`config.mk`:
```
export PLATFORM = sky130hd
export DESIGN_NAME = mf_col_cell
export DESIGN_NICKNAME = d
export VERILOG_FILES = /design/src/hdl/mf_pkg.sv /design/src/hdl/mf_col_cell.sv
export SDC_FILE = /design/constraint.sdc
export NUM_CORES = 1
export LEC_CHECK = 0
export ABC_CLOCK_PERIOD_IN_PS = 11000
export BUFFER_PORTS_ARGS = -buffer_cell sky130_fd_sc_hd__buf_2
export CAP_MARGIN = 20
export CORE_ASPECT_RATIO = 1.75
export CORE_MARGIN = 2
export CORE_UTILIZATION = 30
export DETAILED_ROUTE_END_ITERATION = 16
export SLEW_MARGIN = 40
export SYNTH_ARGS = -nofsm -noshare
export SYNTH_HDL_FRONTEND = slang
export SYNTH_SLANG_ARGS = --single-unit
export TNS_END_PERCENT = 1
```
`constraint.sdc`:
```
create_clock -name clk -period 11 [get_ports clk]
set_clock_uncertainty 0.05 [all_clocks]
set_input_delay 0.55 -clock clk [delete_from_list [all_inputs] [get_ports clk]]
set_output_delay 0.55 -clock clk [all_outputs]
set_load 0.02 [all_outputs]
```
`src/hdl/mf_pkg.sv`:
```
// Shared widths, register indexes, types and compare helpers of the 3x3 median filter.
`default_nettype none

package mf_pkg;

    localparam int PIX_W         = 8;
    localparam int ROW_W         = 16;
    localparam int COL_W         = 10;
    localparam int IMG_W_BITS    = 11;
    localparam int CFG_DATA_W    = 16;
    localparam int CFG_IDX_W     = 2;
    localparam int WIN_DIM       = 3;
    localparam int MIN_DIM       = 3;
    localparam int MAX_WIDTH_DEF = 1024;
    localparam int WIDTH_RESET   = 640;
    localparam int HEIGHT_RESET  = 480;

    localparam logic [CFG_IDX_W-1:0] REG_IMAGE_WIDTH  = CFG_IDX_W'(0);
    localparam logic [CFG_IDX_W-1:0] REG_IMAGE_HEIGHT = CFG_IDX_W'(1);

    typedef logic [PIX_W-1:0] pix_t;

    // One window column, kept sorted from smallest to largest
    typedef struct packed {
        pix_t lo;
        pix_t mid;
        pix_t hi;
    } col_t;

    // Position and frame flag that travel beside a window through the pipeline
    typedef struct packed {
        logic [ROW_W-1:0] row;
        logic [COL_W-1:0] col;
        logic             last;
    } meta_t;

    function automatic pix_t pmin(input pix_t a, input pix_t b);
        return (a < b) ? a : b;
    endfunction

    function automatic pix_t pmax(input pix_t a, input pix_t b);
        return (a < b) ? b : a;
    endfunction

    function automatic pix_t min3(input pix_t a, input pix_t b, input pix_t c);
        return pmin(pmin(a, b), c);
    endfunction

    function automatic pix_t max3(input pix_t a, input pix_t b, input pix_t c);
        return pmax(pmax(a, b), c);
    endfunction

    function automatic pix_t med3(input pix_t a, input pix_t b, input pix_t c);
        return pmax(pmin(a, b), pmin(pmax(a, b), c));
    endfunction

    // Three compare-exchange steps put a column in order
    function automatic col_t sort3(input col_t x);
        pix_t a;
        pix_t b;
        pix_t c;
        pix_t t;
        a = x.lo;
        b = x.mid;
        c = x.hi;
        t = pmin(a, b);
        b = pmax(a, b);
        a = t;
        t = pmin(b, c);
        c = pmax(b, c);
        b = t;
        t = pmin(a, b);
        b = pmax(a, b);
        a = t;
        return '{lo: a, mid: b, hi: c};
    endfunction

endpackage

`default_nettype wire

```
`src/hdl/mf_col_cell.sv`:
```
// One column cell of the window chain: sorts the incoming column and holds it.
`default_nettype none

module mf_col_cell (
    input  wire logic         clk,
    input  wire logic         shift_en,
    input  wire mf_pkg::col_t col_in,
    output mf_pkg::col_t      col_out
);
    import mf_pkg::*;

    col_t col_reg;

    // Take the neighbour's column in sorted order on each shift
    always_ff @(posedge clk)
    begin
        if (shift_en)
        begin
            col_reg <= sort3(col_in);
        end
    end

    assign col_out = col_reg;

endmodule

`default_nettype wire

```
==> results.json <==
{
  "status": "complete, no violations",
  "drt_wl_total_microns": 3494,
  "rows": 38,
  "clock-sinks": 24,
  "cts_buffer_depth": 2,
  "io_pins": 50,
  "seq_power_share": 0.376,
  "drtIter0Drc": 12,
  "routed_via_density": 4.540,
  "path_cells": "buf_2 -> inv_1 -> ha_1 -> a21o_1 -> o21ai_0 -> o311ai_4 -> buf_4 -> o21ai_0 -> ha_1 -> nand2_1 -> nor2_1 -> a211oi_1 -> nand2_1 -> a31o_2 -> mux2i_1 -> ha_1 -> a21o_1 -> a21o_1 -> a211oi_1 -> nand3b_1 -> o21ai_4 -> mux2i_1",
  "wl_per_cell_microns": 12.01,
  "largest_reg_flops": 24,
  "total_power_mw": 0.3519,
  "start_util": 0.3064,
  "first_global_vias": 1299,
  "critPathMaxStageDelay_ns": 0.52,
  "layout_common_cells": "buf_2, mux2i_1, inv_1, edfxtp_1, ha_1",
  "relSlewSlack": 0.5946,
  "drtPass1Iterations": 2,
  "worst_pin_slew_ns": 0.6058,
  "yosysSeqAreaShare": 0.3835,
  "cts_root_buf": "clkbuf_8",
  "syn-instance-count": 163,
  "cts_made_buffers": 3,
  "ys_types": 25,
  "core_area_sq_um": 6133,
  "min_period_ns": 5.812,
  "cp_data_required_time_ns": 10.93,
  "layout_commonest_cell": "buf_2",
  "p_int_mw": 0.2254,
  "hold_buffers": 0,
  "slew_viol_final": 0,
  "fin_setup_tns_ns": 0,
  "post_cts_buffers": 0,
  "gp_congestion": 0.7796,
  "power.switching_mw": 0.1265,
  "critPathLaunchType": "primary input",
  "cpMaxStageDelayCell": "o21ai_4",
  "crit_fanout": 16,
  "dpl.hpwl_microns": 3088,
  "h-tree-depth": 1,
  "antenna_found_initial": 0,
  "p_clk_frac": 0.140,
  "synth_fp_nets": 210,
  "fin_util": 0.3652,
  "p_leak_nw": 1.091,
  "yosysWarnings": 0,
  "synth_edf_count": 24,
  "place_ws_ns": 4.815,
  "syn_to_final_growth_pct": 19.17,
  "async_reset_ff_frac": 0,
  "fmax_mhz": 172.1,
  "cp-end-kind": "flip-flop",
  "cts_tree": "built",
  "min_from": "col_in[4]",
  "hold_end": "col_out[4]$_DFFE_PP_",
  "grt_first_pass_wirelength_microns": 5637,
  "finalWorstSetupSlack_ns": 5.188,
  "ir_drop_mv": 0.04489,
  "drive_gt1_frac": 0.3270,
  "grt-ovfl-total": 0,
  "die-area_sq_um": 6938,
  "hold_class": "primary input to flip-flop",
  "drv_cap": 0,
  "switching_share": 0.3594,
  "fillers": 628,
  "synth.avg_cell_area_sq_um": 11.53,
  "cts.clk_slew.worst_paths_ns": 0.08,
  "final_nets": 260,
  "die_w_microns": 63.83,
  "die_h_microns": 108.7,
  "synth-seq-cells": 24,
  "netlist_area_sq_um": 1879,
  "min_path_cells": 2,
  "io_buffers": 49,
  "cp.arrival_ns": 5.75,
  "n_antenna_cell": 0,
  "powerDensity_nw_per_um2": 157.1,
  "grt_max_degree": 25,
  "hold_viol_final": 0,
  "worstSetupPathType": "primary input to flip-flop",
  "combPwrFrac": 0.484,
  "setup_viol": 0,
  "ant_nets": 0,
  "rsz0062_at_grt": "no",
  "synth_ff_type": "edfxtp_1",
  "post-route-period-util": 0.5284,
  "track_usage": 0.1032,
  "drc": 0,
  "vias": 1321,
  "cts_resized": 0
}
## layout make-up
| type | count | area (sq um) | area share |
|---|---|---|---|
| Clock buffer | 3 | 41.29 | 0.01844 |
| Timing Repair Buffer | 50 | 252.7 | 0.1128 |
| Multi-Input combinational cell | 110 | 1035 | 0.4620 |
| Tap cell | 80 | 100.1 | 0.04469 |
| Sequential cell | 24 | 720.7 | 0.3218 |
| Inverter | 24 | 90.09 | 0.04022 |
## worst max-delay path by stage
stage,startpoint,end,slack (ns),cells past startpoint
after floorplan,col_in[14],col_out[10]$_DFFE_PP_,5.67,23
after global placement,col_in[14],col_out[10]$_DFFE_PP_,4.37,20
after detailed placement,col_in[14],col_out[10]$_DFFE_PP_,4.82,22
after CTS,col_in[14],col_out[10]$_DFFE_PP_,5.11,22
after global routing,col_in[14],col_out[11]$_DFFE_PP_,4.69,22
final,col_in[14],col_out[19]$_DFFE_PP_,5.19,22
## logic make-up after synthesis
| family | share of synthesized area |
|---|---|
| adders and majority gates | 0.1398 |
| and+or+nand+nor | 0.05060 |
| AOI/OAI and AO/OA | 0.1159 |
| buffers and inverters | 0.06991 |
| muxes | 0.2403 |
| DFF | 0.3835 |
## critical path, delay by kind of cell
family	cells	cell delay, ns
buffers and inverters	3	0.39
muxes	2	0.47
AOI/OAI and AO/OA	10	2.99
adders and majority gates	3	0.95
and+or+nand+nor	4	0.40
## synth_stat cells, types with 4 or more instances
cell type  instances  share of area
mux2i_1           29           0.15
edfxtp_1          24           0.38
inv_1             24          0.048
ha_1              21           0.14
nand2_1           11          0.022
o21ai_0           11          0.029
mux2_2             5          0.030
a21o_1             4          0.016
mux2_4             4          0.032
nor2_1             4         0.0080
## layer usage
layer	global-route usage	wire (microns)	up-vias	part of all wire
li1	-	-	691	-
met1	0.1099	1350	604	0.39
met2	0.2024	1988	24	0.57
met3	0.006192	103	2	0.029
met4	0.04658	53	0	0.015
met5	0	0	-	0
## metrics by stage
step / hold slack, ns / instances / area [sq um]
floorplan: 0.6125 / 163 / 1879
global placement: 0.8483 / 287 / 2183
detailed placement: 0.8492 / 288 / 2198
CTS: 0.5793 / 291 / 2240
global route: 0.5833 / 291 / 2240
finish: 0.5788 / 291 / 2240
## power groups by stage
stage / Sequential [mW] / Combinational (mW) / Clock, mW
final: 0.132 / 0.170 / 0.0494
after global routing: 0.135 / 0.189 / 0.0541
after CTS: 0.133 / 0.173 / 0.0500
after detailed placement: 0.135 / 0.173 / 0
after global placement: 0.135 / 0.169 / 0
after floorplan: 0.162 / 0.106 / 0
(Power assumes the default switching activity.)
