===== config.mk =====
export PLATFORM = sky130hd
export DESIGN_NAME = mf_median
export DESIGN_NICKNAME = d
export VERILOG_FILES = /design/src/hdl/mf_pkg.sv /design/src/hdl/mf_median.sv
export SDC_FILE = /design/constraint.sdc
export NUM_CORES = 1
export LEC_CHECK = 0
export BUFFER_PORTS_ARGS = -buffer_cell sky130_fd_sc_hd__buf_2
export CAP_MARGIN = 25
export CORE_UTILIZATION = 35
export CTS_CLUSTER_DIAMETER = 80
export DETAILED_ROUTE_END_ITERATION = 6
export HOLD_SLACK_MARGIN = 0.06
export PLACE_DENSITY_LB_ADDON = 0.12
export SLEW_MARGIN = 5
export SYNTH_ARGS = -nofsm -noshare
export SYNTH_HDL_FRONTEND = slang
export SYNTH_SLANG_ARGS = --single-unit

===== constraint.sdc =====
create_clock -name clk -period 5.2 [get_ports clk]
set_input_delay 0.52 -clock clk [delete_from_list [all_inputs] [get_ports clk]]
set_output_delay 0.52 -clock clk [all_outputs]
set_load 0.03 [all_outputs]

===== src/hdl/mf_pkg.sv =====
// Shared widths, register indexes, types and compare helpers of the 3x3 median filter.
`default_nettype none

package mf_pkg;

    localparam int PIX_W         = 8;
    localparam int ROW_W         = 16;
    localparam int COL_W         = 10;
    localparam int IMG_W_BITS    = 11;
    localparam int CFG_DATA_W    = 16;
    localparam int CFG_IDX_W     = 2;
    localparam int WIN_DIM       = 3;
    localparam int MIN_DIM       = 3;
    localparam int MAX_WIDTH_DEF = 1024;
    localparam int WIDTH_RESET   = 640;
    localparam int HEIGHT_RESET  = 480;

    localparam logic [CFG_IDX_W-1:0] REG_IMAGE_WIDTH  = CFG_IDX_W'(0);
    localparam logic [CFG_IDX_W-1:0] REG_IMAGE_HEIGHT = CFG_IDX_W'(1);

    typedef logic [PIX_W-1:0] pix_t;

    // One window column, kept sorted from smallest to largest
    typedef struct packed {
        pix_t lo;
        pix_t mid;
        pix_t hi;
    } col_t;

    // Position and frame flag that travel beside a window through the pipeline
    typedef struct packed {
        logic [ROW_W-1:0] row;
        logic [COL_W-1:0] col;
        logic             last;
    } meta_t;

    function automatic pix_t pmin(input pix_t a, input pix_t b);
        return (a < b) ? a : b;
    endfunction

    function automatic pix_t pmax(input pix_t a, input pix_t b);
        return (a < b) ? b : a;
    endfunction

    function automatic pix_t min3(input pix_t a, input pix_t b, input pix_t c);
        return pmin(pmin(a, b), c);
    endfunction

    function automatic pix_t max3(input pix_t a, input pix_t b, input pix_t c);
        return pmax(pmax(a, b), c);
    endfunction

    function automatic pix_t med3(input pix_t a, input pix_t b, input pix_t c);
        return pmax(pmin(a, b), pmin(pmax(a, b), c));
    endfunction

    // Three compare-exchange steps put a column in order
    function automatic col_t sort3(input col_t x);
        pix_t a;
        pix_t b;
        pix_t c;
        pix_t t;
        a = x.lo;
        b = x.mid;
        c = x.hi;
        t = pmin(a, b);
        b = pmax(a, b);
        a = t;
        t = pmin(b, c);
        c = pmax(b, c);
        b = t;
        t = pmin(a, b);
        b = pmax(a, b);
        a = t;
        return '{lo: a, mid: b, hi: c};
    endfunction

endpackage

`default_nettype wire


===== src/hdl/mf_median.sv =====
// Two-stage median of nine from three sorted columns; the second stage is the output register.
`default_nettype none

module mf_median (
    input  wire logic         clk,
    input  wire logic         adv,
    input  wire mf_pkg::col_t win [mf_pkg::WIN_DIM],
    output mf_pkg::pix_t      median_out
);
    import mf_pkg::*;

    pix_t lo_reg;
    pix_t mid_reg;
    pix_t hi_reg;
    pix_t med_reg;

    // Largest minimum, middle median, smallest maximum, then their median
    always_ff @(posedge clk)
    begin
        if (adv)
        begin
            lo_reg  <= max3(win[0].lo, win[1].lo, win[2].lo);
            mid_reg <= med3(win[0].mid, win[1].mid, win[2].mid);
            hi_reg  <= min3(win[0].hi, win[1].hi, win[2].hi);
            med_reg <= med3(lo_reg, mid_reg, hi_reg);
        end
    end

    assign median_out = med_reg;

endmodule

`default_nettype wire


==> summary.md, run 1 <==
| Metric | Value |
|---|---|
| Largest net degree at the start of global routing | `33` |
| Setup tns final | `0 ps` |
| H-Tree Level Count | `2` |
| Post-layout util | `44.3%` |
| Ys Warns | `0` |
| Vias | `3434` |
| R2R cell count | `20` |
| Critical path data required time | `5220 ps` |
| Die area | `11900 um2` |
| # fillers | `1110` |
| Multi-input logic area | `2750 um2` |
| WL/cell | `13.2 um` |
| Max-Cap Viols | `0` |
| Die Span X | `109 um` |
| GRT Total Usage | `15.8%` |
| Initial core utilization | `36.4%` |
| Cell count after synthesis | `447` |
| Critical Path End Type | `flop` |
| CORE AREA | `11000 um2` |
| CTS tree | `yes` |
| Max-slew headroom | `51.2%` |
| Hold Fails Final Rpt | `0` |
| Status | `complete, no violations` |
| CP max FO | `14` |
| Layout Skew | `10.7 ps` |
| Drt via density | `5.03` |
| Worst Hold Depth | `2` |
| Avg Cell Area, Syn | `8.94 um2` |
| Fin crit period | `4890 ps` |
| Yosys cell types | `47` |
| Seq/Total Area, Yosys | `24.0%` |
| DRT antenna net count | `0` |
| Routed WL | `9010 um` |
| Pleak | `0.00246 uW` |
| Fmax | `0.204 GHz` |
| # port buffers | `81` |
| Total power | `2060 uW` |
| Worst-Skew Late Latency | `280 ps` |
| Num rows | `38` |
| Slew @ Worst Pin | `732 ps` |
| Chip height | `109 um` |
| Clock tree buffer depth | `2` |
| Worst EP arrival | `4910 ps` |
| #FFs+latches synth | `32` |
| Nets | `686` |
| DRT Pass-1 Iters | `4` |
| Asr flop ratio synth | `0%` |
| Post-synth EDFFs | `32` |
| Final setup violation count | `0` |
| Vias in the first global route | `3280` |
| Critical path class | `flop to flop` |
| CTS sink count | `32` |
| Total grt overflow | `0` |
| Detailed Place HPWL | `7660 um` |
| P&R area growth vs syn | `21.8%` |
| CTS clk-pin slew, worst paths | `60 ps` |
| CTS Root Cell | `clkbuf_16` |
| Share of layout cells above drive strength 1 | `28.7%` |
| Initial antenna violation count | `0` |
| # IOs | `82` |
| Commonest register cell after synthesis | `edfxtp_1` |
| TritonCTS Buffers | `5` |
| Cell area after synthesis | `4000 um2` |
| Peak VDD IR | `0.232 mV` |
| PwrDens | `424 nW/um2` |
| Worst Setup Start Kind | `flop` |
| Iter 0 DRT Violations | `82` |
| Worst hold path type | `primary input to flop` |
| Register cell area after layout | `961 um2` |
| Final Slew Violations | `0` |
| Final Cycle Share | `94.1%` |
| Global-route wire length before repair | `14700 um` |
| Syn Nets | `591` |
| DRC | `0` |
| GP Congestion | `0.861` |
| N_diodes | `0` |
-- per-stage QoR --
stage	cell area (um2)	setup WS, ps	instances	hold WS (ps)
global placement	4650	105	674	691
floorplan	4000	68.8	447	630
finish	4870	309	683	563
CTS	4810	118	682	561
global route	4870	-20.9	683	573
detailed placement	4650	-10.7	674	688
-- worst paths after layout --
check,to,slack (ps),start
worst max-delay path,median_out[7],310,lo_reg[1]
worst min-delay path,lo_reg[5],560,win[21]
worst min register to register,median_out[2],680,hi_reg[2]
worst max register to register,median_out[7],310,lo_reg[1]
-- what timing repair did --
item / 4_1_cts / 5_1_grt
setup endpoints to repair: 0 / 16
setup buffers: 0 / 1
hold buffers: 0 / 0
resized for setup: 0 / 15
-- cells by family after synthesis --
family | after synthesis | synth area share, %
compound gates | 112 | 17.9
fa+ha+maj | 70 | 21.9
buf+inv | 83 | 8.23
flops | 32 | 24.0
mux | 61 | 16.5
simple gates | 89 | 11.5
-- cell usage after synthesis (2+ instances only) --
library cell / n / share of area [%]
a2111oi_0: 4 / 0.88
buf_2: 2 / 0.25
mux2_2: 38 / 11
a31oi_1: 2 / 0.31
a2111o_1: 2 / 0.56
mux2i_1: 23 / 5.8
and4_1: 3 / 0.66
nor3b_1: 2 / 0.38
nand3_1: 3 / 0.38
a21o_1: 11 / 2.1
nor2_1: 16 / 1.5
nand4_1: 7 / 1.1
and4b_1: 2 / 0.50
inv_1: 75 / 7.0
o21ai_0: 35 / 4.4
ha_1: 70 / 22
nand2_1: 37 / 3.5
a211oi_1: 5 / 0.94
buf_4: 2 / 0.38
clkbuf_1: 3 / 0.28
o22ai_1: 2 / 0.31
nand2b_1: 9 / 1.4
a21oi_1: 31 / 3.9
edfxtp_1: 32 / 24
nor2b_1: 3 / 0.47
o211ai_1: 2 / 0.38
o21ai_1: 6 / 0.75
-- area by class of cell --
| class | instances | area share, % |
|---|---|---|
| Multi-Input combinational cell | 332 | 56.4 |
| Sequential cell | 32 | 19.7 |
| Tap cell | 140 | 3.60 |
| Clock inverter | 3 | 0.771 |
| Inverter | 75 | 5.78 |
| Clock buffer | 5 | 2.57 |
| Timing Repair Buffer | 96 | 11.2 |
-- metal layers --
metal | vias up | wire length [um] | global-route usage, %
met2 | 74 | 4300 | 27.7
met4 | 0 | 46 | 3.76
met3 | 5 | 353 | 2.27
met1 | 1541 | 4310 | 20.2
li1 | 1814 | - | -
met5 | - | 0 | 0
-- cell usage in the layout, fill, tap and decap left out, drive strengths merged, types with 4 or more instances in the layout --
| master | synthesis | final |
|---|---|---|
| a21o | 11 | 11 |
| inv | 75 | 75 |
| o21ai | 42 | 42 |
| edfxtp | 32 | 32 |
| mux2i | 23 | 23 |
| nand2 | 37 | 37 |
| nor2 | 16 | 16 |
| ha | 70 | 70 |
| mux2 | 38 | 38 |
| a2111oi | 4 | 4 |
| a211oi | 5 | 5 |
| a21oi | 32 | 32 |
| clkbuf | 3 | 5 |
| buf | 5 | 96 |
| nand2b | 9 | 9 |
| nand4 | 7 | 7 |
| nand3 | 4 | 4 |
-- power breakdown --
part           internal, uW  total [uW]  switching [uW]
Sequential              405         432            27.4
Clock                   222         328             106
Combinational           585        1300             718
-- worst max-delay path, cell delays in order (launching register included) --
cell	delay (ps)
edfxtp_1	430
ha_1	320
a2111o_1	410
a211o_4	400
o21ai_1	270
ha_1	280
o21ai_0	290
a21oi_2	110
a21oi_1	160
o21ai_2	90
buf_12	160
mux2i_2	200
ha_1	270
a21o_1	160
a21oi_1	180
o22ai_1	90
nor2_1	140
and4_2	280
a22oi_4	100
buf_4	170
mux2i_1	110
No activity file was read; power rests on OpenSTA's default activity.
==> run 2: changes to the inputs <==
--- a/config.mk
+++ b/config.mk
@@ -10,7 +10,9 @@
 export CORE_UTILIZATION = 35
 export CTS_CLUSTER_DIAMETER = 80
 export DETAILED_ROUTE_END_ITERATION = 6
+export GPL_ROUTABILITY_DRIVEN = 0
 export HOLD_SLACK_MARGIN = 0.06
+export MAX_ROUTING_LAYER = met4
 export PLACE_DENSITY_LB_ADDON = 0.12
 export SLEW_MARGIN = 5
 export SYNTH_ARGS = -nofsm -noshare
==> constraint.sdc (replaced) <==
create_clock -name clk -period 4.6 [get_ports clk]
set_input_delay 0.46 -clock clk [delete_from_list [all_inputs] [get_ports clk]]
set_output_delay 0.46 -clock clk [all_outputs]
set_load 0.03 [all_outputs]
==> run 2 against run 1 <==
The flow now finishes with violations (negative setup slack). Non-clock buffer count up 93. Power up 49%. Critical path type unchanged. Final cell count up 14%. Combinational power up 76%. Count of clock-buffer cells in the layout unchanged. Sequential share of layout area down 3.8 points. Clock skew down 5.7 ps. Critical endpoint is now median_out[0]. Clock power down 6.4%.
==> summary.md, run 2 (synthesized netlist as in run 1, its figures left out) <==
| Metric | Value |
|---|---|
| Worst path slowest cell | `a2111o_1` |
| RSZ-0062 raised after global routing | `true` |
| Most used cell, CP | `buf_4` |
| Initial core utilization | `36.4% (unchanged)` |
| Max-Cap Viols | `0 (unchanged)` |
| Clock tree buffer depth | `2 (unchanged)` |
| Most frequent cells in the layout | `96 x buf_4, 79 x buf_2, 73 x inv_1` |
| # IOs | `82 (unchanged)` |
| DRT Pass-1 Iters | `4 (unchanged)` |
| Worst hold margin | `502 ps (-61.7 ps)` |
| Total grt overflow | `0 (unchanged)` |
| Setup crit start | `lo_reg[1]` |
| Cell Chain, Critical Path | `ha_1 -> a2111o_1 -> a211o_4 -> buf_4 -> o21ai_4 -> ha_4 -> a211oi_2 -> o21ai_1 -> a21oi_2 -> o21ai_4 -> mux2i_2 -> ha_1 -> buf_4 -> nand4_1 -> o22ai_2 -> nor2_2 -> buf_4 -> a22oi_4 -> a21oi_1 -> o221a_1` |
| Critical path class | `flop to flop` |
| Vias | `3888 (+13%)` |
| GRT Total Usage | `18.3% (+2.6 points)` |
| Status | `finished with violations` |
| CTS Root Cell | `clkbuf_16` |
| Finished Cell Area | `6040 um2 (+24%)` |
| PwrDens | `510 nW/um2 (+20%)` |
| CTS clk-pin slew, worst paths | `50 ps (about the same)` |
| CORE AREA | `11000 um2 (unchanged)` |
| Worst reg2reg startpoint | `lo_reg[1]` |
| Fmax | `0.213 GHz (+4.3%)` |
| Detailed Place HPWL | `8080 um (+5.4%)` |
| Global-route wire length before repair | `17000 um (+15%)` |
| H-Tree Level Count | `2 (unchanged)` |
| N_diodes | `0 (unchanged)` |
| WL/cell | `13.0 um (-1.1%)` |
| Layout Skew | `5.07 ps (-5.66 ps)` |
| Chip height | `109 um (unchanged)` |
| Die area | `11900 um2 (unchanged)` |
| Failing checks | `negative setup slack` |
| Nets | `780 (+14%)` |
| Final setup violation count | `9 (+9)` |
| P&R area growth vs syn | `51.2%` |
| TritonCTS Buffers | `5 (unchanged)` |
| # port buffers | `81 (unchanged)` |
| Area after DPL | `5280 um2 (+14%)` |
| Final setup margin | `-89.2 ps (-398 ps)` |
| Most common cell after layout, fill and taps aside | `buf_4` |
| Final Slew Violations | `0 (unchanged)` |
| Initial antenna violation count | `0 (unchanged)` |
| Die Span X | `109 um (unchanged)` |
| HP Start | `win[20]` |
| Total power | `3080 uW (+49%)` |
| Share of layout cells above drive strength 1 | `48.7% (+20 points)` |
| Iter 0 DRT Violations | `81 (-1.2%)` |
| DRT antenna net count | `0 (unchanged)` |
| Num rows | `38 (unchanged)` |
| CP peak stage delay | `420 ps (about the same)` |
| Slew @ Worst Pin | `724 ps (-7.95 ps)` |
| Hold Fails Final Rpt | `0 (unchanged)` |
| Worst-Skew Late Latency | `270 ps (about the same)` |
| Drt via density | `5.01 (-0.35%)` |
| Critical path data required time | `4630 ps (-590 ps)` |
| Critical Path End Type | `flop` |
| Worst hold path type | `primary input to flop` |
| Fin crit period | `4690 ps (-202 ps)` |
| Final Cycle Share | `102% (+7.9 points)` |
| Max-slew headroom | `51.7% (+0.53 points)` |
| Largest net degree at the start of global routing | `33 (unchanged)` |
| CTS tree | `yes` |
| Vias in the first global route | `3916 (+19%)` |
| Routed WL | `10100 um (+12%)` |
| Worst Setup Start Kind | `flop` |
| Worst EP arrival | `4720 ps (-190 ps)` |
| Peak VDD IR | `0.394 mV (+70%)` |
| DRC | `0 (unchanged)` |
| Pleak | `0.00300 uW (+22%)` |
| CTS sink count | `32 (unchanged)` |
| CP max FO | `8 (-6)` |
-- run 2: cell type report --
cell class | count | area (um2)
clock buffer | 5 | 125
multi-input combinational | 333 | 3180
sequential | 32 | 961
inverter | 75 | 289
fill | 1002 | 4940
timing repair buffer | 189 | 1300
clock inverter | 2 | 7.51
tap | 140 | 175
-- run 2: repair_timing --
action / CTS / global route
endpoints found under the hold margin: 0 / 0
gates cloned: 1 / 0
hold buffers: 0 / 0
pin swaps: 33 / 28
gates resized for setup: 57 / 34
buffers inserted: 18 / 11
setup endpoints to repair: 16 / 16
-- run 2: worst max-delay path, delay by kind of cell (launching register included) --
family	cells	cell delay (ps)
AOI/OAI and AO/OA	11	2340
DFF	1	410
buffers and inverters	3	420
and+or+nand+nor	2	210
adders and majority gates	3	850
muxes	1	200
-- run 2: worst paths after layout --
path	end	slack (ps)	cells after the start
max	median_out[0]	-90	20
min	lo_reg[4]	500	2
max reg2reg	median_out[0]	-90	20
min reg2reg	median_out[0]	780	2
-- run 2: report_power, final --
part	leakage, uW	total, uW	switching, uW	internal, uW
sequential	0.000314	487	29.0	458
combinational	0.00262	2290	1090	1200
clock	0.0000648	307	113	193
total	0.00300	3080	1230	1860
-- run 2: stage by stage --
step / util, % / setup TNS [ps] / cells / worst slack (ps)
global placement: 48.1 / -3400 / 740 / -317
detailed placement: 48.1 / -4660 / 740 / -453
floorplan: - / -513 / 447 / -173
global route: 55.0 / -3640 / 776 / -330
CTS: 53.1 / -806 / 765 / -125
finish: 55.0 / -425 / 776 / -89.2
-- run 2: routing by layer --
| metal | vias to the layer above | wire [um] | GRT usage (%) |
|---|---|---|---|
| li1 | 2008 | - | - |
| met1 | 1796 | 4700 | 22.0 |
| met2 | 77 | 4990 | 32.4 |
| met3 | 7 | 327 | 2.21 |
| met4 | 0 | 97 | 4.44 |
| met5 | - | 0 | - |
